<file path="src/hw/rtl/bfbp_pkg.sv">
package bfbp_pkg;

  // field widths fixed by the interface
  localparam int unsigned WeightW    = 16;
  localparam int unsigned CapW       = 16;
  localparam int unsigned PreclosedW = 10;
  localparam int unsigned BinW       = 9;
  localparam int unsigned TotalW     = 11;
  localparam int unsigned StatusW    = 2;

  // default bin table depth
  localparam int unsigned MaxBinsDef = 256;

  // configuration port
  localparam int unsigned ApbAddrW   = 3;
  localparam int unsigned ApbDataW   = 32;
  localparam logic [15:0] CapacityRst = 16'd100;

  typedef enum logic [0:0] {
    REG_CAPACITY  = 1'b0,
    REG_PRECLOSED = 1'b1
  } reg_idx_e;

  typedef enum logic [StatusW-1:0] {
    ST_PLACED     = 2'd0,
    ST_SKIPPED    = 2'd1,
    ST_OVER_CAP   = 2'd2,
    ST_TABLE_FULL = 2'd3
  } status_e;

  typedef enum logic [1:0] {
    S_IDLE   = 2'd0,
    S_SCAN   = 2'd1,
    S_UPDATE = 2'd2,
    S_DONE   = 2'd3
  } state_e;

  typedef struct packed {
    logic [WeightW-1:0] weight;
    logic               first_item;
  } in_item_t;

  typedef struct packed {
    logic [BinW-1:0]    bin_number;
    logic               opened_new;
    logic [TotalW-1:0]  total_bins;
    logic [StatusW-1:0] status;
  } out_item_t;

  typedef struct packed {
    logic accept;
    logic scan;
    logic update;
    logic load;
  } dp_cmd_t;

  typedef struct packed {
    logic place_in;
    logic all_issued;
  } dp_status_t;

endpackage

</file>
<file path="src/hw/rtl/bfbp_ram.sv">
module bfbp_ram #(
  parameter int unsigned Width = 16,
  parameter int unsigned Depth = 256
) (
  input  logic                     clk_i,
  input  logic                     we_i,
  input  logic [$clog2(Depth)-1:0] waddr_i,
  input  logic [Width-1:0]         wdata_i,
  input  logic [$clog2(Depth)-1:0] raddr_i,
  output logic [Width-1:0]         rdata_o
);

  logic [Width-1:0] mem_q [Depth];
  logic [Width-1:0] rdata_q;

  always_ff @(posedge clk_i) begin
    if (we_i) begin
      mem_q[waddr_i] <= wdata_i;
    end
    rdata_q <= mem_q[raddr_i];
  end

  assign rdata_o = rdata_q;

endmodule

</file>
<file path="src/hw/rtl/bfbp_ctrl.sv">
module bfbp_ctrl import bfbp_pkg::*; (
  input  logic       clk_i,
  input  logic       rst_ni,
  input  logic       in_valid_i,
  output logic       in_ready_o,
  output logic       out_valid_o,
  input  logic       out_ready_i,
  input  dp_status_t dp_status_i,
  output dp_cmd_t    dp_cmd_o
);

  state_e state_q, state_d;
  logic   out_valid_q, out_valid_d;
  logic   out_free;

  assign out_free = !out_valid_q || out_ready_i;

  // next state
  always_comb begin
    state_d = state_q;
    case (state_q)
      S_IDLE: begin
        if (in_valid_i) begin
          state_d = dp_status_i.place_in ? S_SCAN : S_UPDATE;
        end
      end
      S_SCAN: begin
        if (dp_status_i.all_issued) begin
          state_d = S_UPDATE;
        end
      end
      S_UPDATE: begin
        state_d = S_DONE;
      end
      S_DONE: begin
        if (out_free) begin
          state_d = S_IDLE;
        end
      end
      default: begin
        state_d = S_IDLE;
      end
    endcase
  end

  // outputs
  always_comb begin
    dp_cmd_o   = '0;
    in_ready_o = 1'b0;
    case (state_q)
      S_IDLE: begin
        in_ready_o      = 1'b1;
        dp_cmd_o.accept = in_valid_i;
      end
      S_SCAN: begin
        dp_cmd_o.scan = 1'b1;
      end
      S_UPDATE: begin
        dp_cmd_o.update = 1'b1;
      end
      S_DONE: begin
        dp_cmd_o.load = out_free;
      end
      default: begin
        dp_cmd_o = '0;
      end
    endcase
  end

  always_comb begin
    out_valid_d = out_valid_q;
    if (dp_cmd_o.load) begin
      out_valid_d = 1'b1;
    end else if (out_ready_i) begin
      out_valid_d = 1'b0;
    end
  end

  always_ff @(posedge clk_i or negedge rst_ni) begin
    if (!rst_ni) begin
      state_q     <= S_IDLE;
      out_valid_q <= 1'b0;
    end else begin
      state_q     <= state_d;
      out_valid_q <= out_valid_d;
    end
  end

  assign out_valid_o = out_valid_q;

  // one item in flight at a time
  a_single_item: assert property (@(posedge clk_i) disable iff (!rst_ni)
    in_valid_i && in_ready_o |=> !in_ready_o)
    else $error("item accepted while another is in flight");

endmodule

</file>
<file path="src/hw/rtl/bfbp_datapath.sv">
module bfbp_datapath import bfbp_pkg::*; #(
  parameter int unsigned MaxBins = MaxBinsDef
) (
  input  logic                  clk_i,
  input  logic                  rst_ni,
  input  logic [CapW-1:0]       cfg_capacity_i,
  input  logic [PreclosedW-1:0] cfg_preclosed_i,
  input  in_item_t              in_data_i,
  input  dp_cmd_t               cmd_i,
  output dp_status_t            status_o,
  output out_item_t             out_data_o
);

  localparam int unsigned IdxW    = $clog2(MaxBins);
  localparam int unsigned CntW    = $clog2(MaxBins + 1);
  localparam int unsigned SumW    = ((CntW > PreclosedW) ? CntW : PreclosedW) + 1;
  localparam int unsigned BinExtW = ((IdxW + 1) > BinW) ? (IdxW + 1) : BinW;

  // control state
  logic [CntW-1:0]    count_q, count_d;
  logic [CntW-1:0]    scan_cnt_q, scan_cnt_d;
  logic               cmp_vld_q, cmp_vld_d;
  logic               found_q, found_d;

  // payload
  logic [WeightW-1:0] weight_q, weight_d;
  status_e            kind_q, kind_d;
  logic [IdxW-1:0]    cmp_idx_q;
  logic [CapW-1:0]    best_left_q, best_left_d;
  logic [IdxW-1:0]    best_idx_q, best_idx_d;
  out_item_t          res_q, res_d;
  out_item_t          out_q;

  // residual store
  logic               ram_we;
  logic [IdxW-1:0]    ram_waddr;
  logic [CapW-1:0]    ram_wdata;
  logic [CapW-1:0]    ram_rdata;

  logic               all_issued;
  logic [CapW-1:0]    left;
  logic               better;
  logic               place_ok;
  logic               table_full;
  logic               open_new;
  logic [CntW-1:0]    count_next;
  logic [SumW-1:0]    total_sum;
  logic [BinExtW-1:0] bin_ext;

  bfbp_ram #(
    .Width (CapW),
    .Depth (MaxBins)
  ) u_residual_ram (
    .clk_i   (clk_i),
    .we_i    (ram_we),
    .waddr_i (ram_waddr),
    .wdata_i (ram_wdata),
    .raddr_i (scan_cnt_q[IdxW-1:0]),
    .rdata_o (ram_rdata)
  );

  assign all_issued          = (scan_cnt_q == count_q);
  assign status_o.all_issued = all_issued;
  assign status_o.place_in   = (in_data_i.weight != '0) &&
                               (in_data_i.weight <= cfg_capacity_i);

  // compare stage on the registered read
  assign left   = ram_rdata - weight_q;
  assign better = cmp_vld_q && (ram_rdata >= weight_q) &&
                  (!found_q || (left < best_left_q));

  // update decision
  assign place_ok   = (kind_q == ST_PLACED);
  assign table_full = (count_q == CntW'(MaxBins));
  assign open_new   = place_ok && !found_q && !table_full;
  assign count_next = count_q + CntW'(open_new);
  assign ram_we     = cmd_i.update && place_ok && (found_q || !table_full);
  assign ram_waddr  = found_q ? best_idx_q : count_q[IdxW-1:0];
  assign ram_wdata  = found_q ? best_left_q : (cfg_capacity_i - weight_q);
  assign total_sum  = SumW'(count_next) + SumW'(cfg_preclosed_i);

  always_comb begin
    bin_ext = '0;
    if (place_ok && found_q) begin
      bin_ext = BinExtW'(best_idx_q) + BinExtW'(1);
    end else if (open_new) begin
      bin_ext = BinExtW'(count_q[IdxW-1:0]) + BinExtW'(1);
    end
  end

  always_comb begin
    res_d            = res_q;
    res_d.bin_number = bin_ext[BinW-1:0];
    res_d.opened_new = open_new;
    res_d.total_bins = total_sum[TotalW-1:0];
    res_d.status     = (place_ok && !found_q && table_full) ? ST_TABLE_FULL : kind_q;
  end

  always_comb begin
    count_d     = count_q;
    scan_cnt_d  = scan_cnt_q;
    found_d     = found_q;
    weight_d    = weight_q;
    kind_d      = kind_q;
    best_left_d = best_left_q;
    best_idx_d  = best_idx_q;
    cmp_vld_d   = cmd_i.scan && !all_issued;

    if (cmd_i.accept) begin
      weight_d   = in_data_i.weight;
      scan_cnt_d = '0;
      found_d    = 1'b0;
      if (in_data_i.first_item) begin
        count_d = '0;
      end
      if (in_data_i.weight == '0) begin
        kind_d = ST_SKIPPED;
      end else if (in_data_i.weight > cfg_capacity_i) begin
        kind_d = ST_OVER_CAP;
      end else begin
        kind_d = ST_PLACED;
      end
    end

    if (cmd_i.scan && !all_issued) begin
      scan_cnt_d = scan_cnt_q + CntW'(1);
    end

    if (better) begin
      found_d     = 1'b1;
      best_left_d = left;
      best_idx_d  = cmp_idx_q;
    end

    if (cmd_i.update) begin
      count_d = count_next;
    end
  end

  always_ff @(posedge clk_i or negedge rst_ni) begin
    if (!rst_ni) begin
      count_q    <= '0;
      scan_cnt_q <= '0;
      cmp_vld_q  <= 1'b0;
      found_q    <= 1'b0;
    end else begin
      count_q    <= count_d;
      scan_cnt_q <= scan_cnt_d;
      cmp_vld_q  <= cmp_vld_d;
      found_q    <= found_d;
    end
  end

  always_ff @(posedge clk_i) begin
    weight_q    <= weight_d;
    kind_q      <= kind_d;
    cmp_idx_q   <= scan_cnt_q[IdxW-1:0];
    best_left_q <= best_left_d;
    best_idx_q  <= best_idx_d;
    if (cmd_i.update) begin
      res_q <= res_d;
    end
    if (cmd_i.load) begin
      out_q <= res_q;
    end
  end

  assign out_data_o = out_q;

  a_count_bound: assert property (@(posedge clk_i) disable iff (!rst_ni)
    count_q <= CntW'(MaxBins))
    else $error("open bin count beyond table depth");

  a_scan_bound: assert property (@(posedge clk_i) disable iff (!rst_ni)
    cmd_i.scan |-> scan_cnt_q <= count_q)
    else $error("scan ran past the open bins");

  a_best_open: assert property (@(posedge clk_i) disable iff (!rst_ni)
    cmd_i.update && found_q |-> CntW'(best_idx_q) < count_q)
    else $error("best fit points at a bin that is not open");

endmodule

</file>
<file path="src/hw/rtl/best_fit_bin_packer_unit.sv">
// best-fit bin packer: each accepted item carries a weight and a first_item
// flag; the block places it into the open bin with the least space left
// over (lowest bin on a tie) or opens a new bin, and returns one result item
// with the 1-based bin number, a new-bin flag, the running bin total
// (open bins plus preclosed_bins, 11 bits) and a status code. first_item
// closes all open bins before the weight is handled. zero weights, weights
// above capacity and a full table give a status but change no bin.
// one item is worked on at a time; for a weight that can be placed the
// result register is loaded after one read of the residual RAM per open
// bin, one settle step, one update and the load; skipped and rejected
// weights go through the update and the load only. the next item can be
// taken in the cycle after the load. the single residual RAM read port sets
// the scan length. a finished result may wait in the output register while
// the next item is accepted; the load waits only while that register still
// holds an unread result.
// configuration over APB: capacity at 0x0, preclosed_bins at 0x4; write
// only while no item is in flight. no clearing pass is needed after reset.
module best_fit_bin_packer_unit import bfbp_pkg::*; #(
  parameter int unsigned MAX_BINS = MaxBinsDef
) (
  input  logic                clk_i,
  input  logic                rst_ni,

  // item input channel
  input  logic                in_valid_i,
  output logic                in_ready_o,
  input  in_item_t            in_data_i,

  // result channel
  output logic                out_valid_o,
  input  logic                out_ready_i,
  output out_item_t           out_data_o,

  // APB configuration port
  input  logic                psel,
  input  logic                penable,
  input  logic                pwrite,
  input  logic [ApbAddrW-1:0] paddr,
  input  logic [ApbDataW-1:0] pwdata,
  output logic [ApbDataW-1:0] prdata,
  output logic                pready
);

  // configuration registers
  logic [CapW-1:0]       capacity_q, capacity_d;
  logic [PreclosedW-1:0] preclosed_q, preclosed_d;
  logic                  cfg_write;
  reg_idx_e              reg_idx;

  dp_cmd_t               dp_cmd;
  dp_status_t            dp_status;

  assign pready    = 1'b1;
  assign cfg_write = psel && penable && pwrite;
  // word address picks the register, byte lanes are ignored
  assign reg_idx   = reg_idx_e'(paddr[2]);

  always_comb begin
    capacity_d  = capacity_q;
    preclosed_d = preclosed_q;
    if (cfg_write) begin
      case (reg_idx)
        REG_CAPACITY: begin
          capacity_d = pwdata[CapW-1:0];
        end
        REG_PRECLOSED: begin
          preclosed_d = pwdata[PreclosedW-1:0];
        end
        default: begin
          capacity_d = capacity_q;
        end
      endcase
    end
  end

  // read back
  always_comb begin
    case (reg_idx)
      REG_CAPACITY: begin
        prdata = ApbDataW'(capacity_q);
      end
      REG_PRECLOSED: begin
        prdata = ApbDataW'(preclosed_q);
      end
      default: begin
        prdata = '0;
      end
    endcase
  end

  always_ff @(posedge clk_i or negedge rst_ni) begin
    if (!rst_ni) begin
      capacity_q  <= CapacityRst;
      preclosed_q <= '0;
    end else begin
      capacity_q  <= capacity_d;
      preclosed_q <= preclosed_d;
    end
  end

  // sequencer: accept, scan the open bins, update, hand over the result
  bfbp_ctrl u_ctrl (
    .clk_i       (clk_i),
    .rst_ni      (rst_ni),
    .in_valid_i  (in_valid_i),
    .in_ready_o  (in_ready_o),
    .out_valid_o (out_valid_o),
    .out_ready_i (out_ready_i),
    .dp_status_i (dp_status),
    .dp_cmd_o    (dp_cmd)
  );

  // residual RAM, best-fit compare and result assembly
  bfbp_datapath #(
    .MaxBins (MAX_BINS)
  ) u_datapath (
    .clk_i           (clk_i),
    .rst_ni          (rst_ni),
    .cfg_capacity_i  (capacity_q),
    .cfg_preclosed_i (preclosed_q),
    .in_data_i       (in_data_i),
    .cmd_i           (dp_cmd),
    .status_o        (dp_status),
    .out_data_o      (out_data_o)
  );

endmodule

</file>
<file path="config.mk">
export PLATFORM = sky130hd
export DESIGN_NAME = best_fit_bin_packer_unit
export DESIGN_NICKNAME = d
export VERILOG_FILES = /design/src/hw/rtl/bfbp_pkg.sv /design/src/hw/rtl/bfbp_ram.sv /design/src/hw/rtl/bfbp_ctrl.sv /design/src/hw/rtl/bfbp_datapath.sv /design/src/hw/rtl/best_fit_bin_packer_unit.sv
export SDC_FILE = /design/constraint.sdc
export NUM_CORES = 2
export LEC_CHECK = 0
export ABC_AREA = 1
export BUFFER_PORTS_ARGS = -buffer_cell sky130_fd_sc_hd__buf_4
export CELL_PAD_IN_SITES_DETAIL_PLACEMENT = 1
export CELL_PAD_IN_SITES_GLOBAL_PLACEMENT = 2
export CORE_ASPECT_RATIO = 1.5
export CORE_MARGIN = 1
export CORE_UTILIZATION = 40
export DETAILED_ROUTE_END_ITERATION = 6
export GPL_ROUTABILITY_DRIVEN = 0
export GPL_TIMING_DRIVEN = 1
export PLACE_DENSITY = 0.81
export SLEW_MARGIN = 25
export SYNTH_ARGS = -nofsm -noshare
export SYNTH_HDL_FRONTEND = slang
export SYNTH_SLANG_ARGS = --single-unit
</file>
<file path="constraint.sdc">
create_clock -name clk_i -period 40.8 [get_ports clk_i]
set_input_delay 4.08 -clock clk_i [delete_from_list [all_inputs] [get_ports clk_i]]
set_output_delay 4.08 -clock clk_i [all_outputs]
set_load 0.02 [all_outputs]
</file>
==> results.json <==
{
  "largest_fanout_on_the_critical_path": 28,
  "power.clock.fraction": 0.251,
  "synth_largest_type_area_fraction": 0.723,
  "grt_max_degree": 190,
  "fmax_mhz": 114,
  "number_of_enable_flip_flop_cells_after_synthesis": 4184,
  "drt_wl_total_mm": 560,
  "worstSetupStartpointType": "input pin",
  "switching_share": 0.399,
  "final_hold_viol_count": 0,
  "stdcell_count": 20800,
  "timing.setup.critical_path_class": "input pin to primary output",
  "synth.yosys.seq_area_share": 0.732,
  "postCtsSetupRepairBufs": 0,
  "cts_tree": "yes",
  "timing.rr.start": "u_datapath.scan_cnt_q[0]",
  "final.period_utilization": 0.215,
  "synth_simple_gate_area_share": 0.216,
  "hpwlAfterDp_mm": 315,
  "finish_stage_setup_viols": 0,
  "drt-pass1-iter-count": 6,
  "post-synth-top-count-cell": "nand2_1",
  "clkSlewWorstSetupHoldPaths_ps": 70,
  "post_cts_resized": 0,
  "switchingPower_mw": 5.86,
  "postSynthRegisterBits": 4257,
  "clock_sink_count": 4257,
  "endpoint_kind": "primary output",
  "required_time_worst_endpoint_ps": 36720,
  "worstReg2RegEnd": "u_datapath.u_residual_ram.rdata_o[8]",
  "powerDensity_nw_per_um2": 75.8,
  "gr-total-overflow": 0,
  "netlist.top_cell.by_area": "edfxtp_1",
  "floorplan.initialDensity": 0.402,
  "synthArstFlopShare": 0.0115,
  "synthMuxAreaShare": 0,
  "power.static_leakage_nw": 69.1,
  "cts_inserted_buffers": 392,
  "core_area_um2": 433000,
  "final_max_tran_viols": 0,
  "sequential_cell_area_um2": 127000,
  "reg2reg_slack_ps": 34220,
  "grt_setup_unrepaired": "no",
  "multi_input_area_um2": 42100,
  "synth.top_cells.by_area": "edfxtp_1, nand2_1, nand3_1",
  "avgRoutedWirePerCell_um": 27.0,
  "grt_pass1_wl_mm": 814,
  "worst_hold_end": "u_datapath.best_idx_q[7]",
  "finClkSkew_ps": 43.6,
  "fraction_of_final_layout_cells_with_drive_strength_greater_than_1": 0.0778,
  "num_vias": 117000,
  "die_h_um": 809,
  "reg2regPathDepth": 15,
  "post_synth_num_cell_types": 48,
  "setup_tns_ps": 0,
  "synth_area_um2": 174000,
  "area_delta_synth_final_pct": 11.4,
  "fillerInstances": 45300,
  "synth.yosys.warnings": 0,
  "route.antenna.remaining_nets": 0,
  "die_width_um": 540,
  "seq_power_share": 0.397,
  "route.detailed.vias_per_inst": 5.65,
  "status": "finished clean",
  "grtUsageTotal": 0.251,
  "io_pins": 117,
  "synth_top_flop_cell": "edfxtp_1",
  "holdPathStages": 0,
  "dp.cells": 20100,
  "drc_errors": 0,
  "hp-class": "flip-flop to flip-flop",
  "worst_max_slew_pin_slew_ps": 1390,
  "synth-xor-area-share": 0.00222,
  "post_cts_hold_buffer_count": 0,
  "synth_commonest_cells": "nand2_1, edfxtp_1, nand3_1",
  "comb_power_share": 0.352,
  "power_report.internal_total_mw": 8.82,
  "clock-root-buffer": "clkbuf_16",
  "clockBufferDepth": 4,
  "clock_latency_ps": 980,
  "synth_compound_gate_area_share": 0.0146,
  "synth_adder_area_share": 0.00625,
  "grt_pass1_vias": 120000,
  "synth_top_family_by_area": "simple AND/OR/NAND/NOR gates",
  "post_synth.cell_area_avg_um2": 11.7,
  "min_from": "u_datapath.cmp_idx_q[7]",
  "drv_cap": 0,
  "max-vdd-ir-drop_mv": 0.0719,
  "die-area_um2": 437000,
  "antenna_found_initial": 10,
  "period_needed_ps": 8760,
  "placementRows": 296,
  "design.final.nets": 14900,
  "clock_tree.htree_level_count": 5,
  "numPortBuffers": 81,
  "worst_slew_margin_relative_to_its_limit": 0.0744,
  "synthCells": 14900,
  "drc_violation_total_after_the_first_tritonroute_iteration": 10600,
  "timing.critical_path.arrival_ps": 4680
}
state kept, by name, summed over array words and instances (netlist names), 2 cells and up:
register / flops
u_datapath.count_q: 9
u_datapath.u_residual_ram.mem_q: 4096
preclosed_q: 10
u_datapath.kind_q: 2
u_datapath.best_left_q: 16
u_datapath.best_idx_q: 8
u_datapath.weight_q: 16
u_datapath.u_residual_ram.rdata_o: 16
u_datapath.res_q: 23
u_datapath.scan_cnt_q: 9
capacity_q: 16
u_datapath.cmp_idx_q: 8
u_datapath.out_data_o: 23
u_ctrl.state_q: 2
layout by cell type (no fill, tap or decap), drive strengths merged, types with 10 or more instances in the layout:
cell type / n
conb: 17
clkinv: 185
nor3: 13
dfxtp: 24
nand3: 3179
a21oi: 359
o21ai: 90
clkbuf: 474
clkinvlp: 10
or2: 20
bufinv: 35
dfrtp: 46
edfxtp: 4184
nor2: 347
xor2: 37
nand4: 11
buf: 477
inv: 165
nand2: 5299
ha: 82
per-layer routing:
metal	GRT usage	part of all wire	vias up
met5	0	0.000030	-
met4	0.128	0.053	2
met3	0.0272	0.056	988
met2	0.436	0.50	3816
met1	0.311	0.39	60800
li1	-	-	51900
worst max-delay path by stage:
stage | cells after the start | to | start | slack, ps
final | 4 | prdata[2] | paddr[2] | 32040
after global routing | 4 | prdata[2] | paddr[2] | 31950
after CTS | 4 | prdata[2] | paddr[2] | 32030
after detailed placement | 4 | prdata[2] | paddr[2] | 32040
after global placement | 4 | prdata[9] | paddr[2] | 32070
after floorplan | 4 | u_datapath.u_residual_ram.mem_q[0][1] | capacity_q[0] | 27660
layout make-up:
type | count | share of cell area
clock buffers | 474 | 0.0533
inverters | 154 | 0.00321
repair buffers | 477 | 0.0209
multi-input cells | 9510 | 0.217
clock inverters | 241 | 0.0109
well taps | 5662 | 0.0366
flip-flops and latches | 4257 | 0.658
diodes | 7 | 0.0000904
stage by stage:
| step | setup WS (ps) | util | area (µm²) | total power, mW | hold WS, ps |
|---|---|---|---|---|---|
| 2_1_floorplan | 27660 | - | 174000 | 9.22 | 342 |
| 3_3_place_gp | 32070 | 0.418 | 181000 | 10.9 | 386 |
| 3_5_place_dp | 32040 | 0.418 | 181000 | 11.0 | 390 |
| 4_1_cts | 32030 | 0.447 | 194000 | 14.7 | 408 |
| 5_1_grt | 31950 | 0.447 | 194000 | 15.2 | 419 |
| 6_report | 32040 | 0.447 | 194000 | 14.7 | 407 |
power by group through the flow:
| stage | registers (mW) | clock network [mW] | logic [mW] |
|---|---|---|---|
| 3_3_place_gp | 5.91 | 0 | 5.01 |
| 6_report | 5.82 | 3.69 | 5.17 |
| 5_1_grt | 5.83 | 3.87 | 5.53 |
| 2_1_floorplan | 6.39 | 0 | 2.83 |
| 4_1_cts | 5.82 | 3.74 | 5.15 |
| 3_5_place_dp | 5.92 | 0 | 5.13 |
worst max-delay path: stages:
cell and delay [ps]:
buf_4 240, nand2_1 80, o21ai_0 100, buf_4 170
cell families after synthesis:
group	count (synthesis)
XOR/XNOR	44
adder cells (fa/ha/maj)	85
flip-flops	4257
AND/OR/NAND/NOR	8877
other	2
buffers and inverters	1099
AO/OA/AOI/OAI	487
No activity file was read; power rests on OpenSTA's default activity.
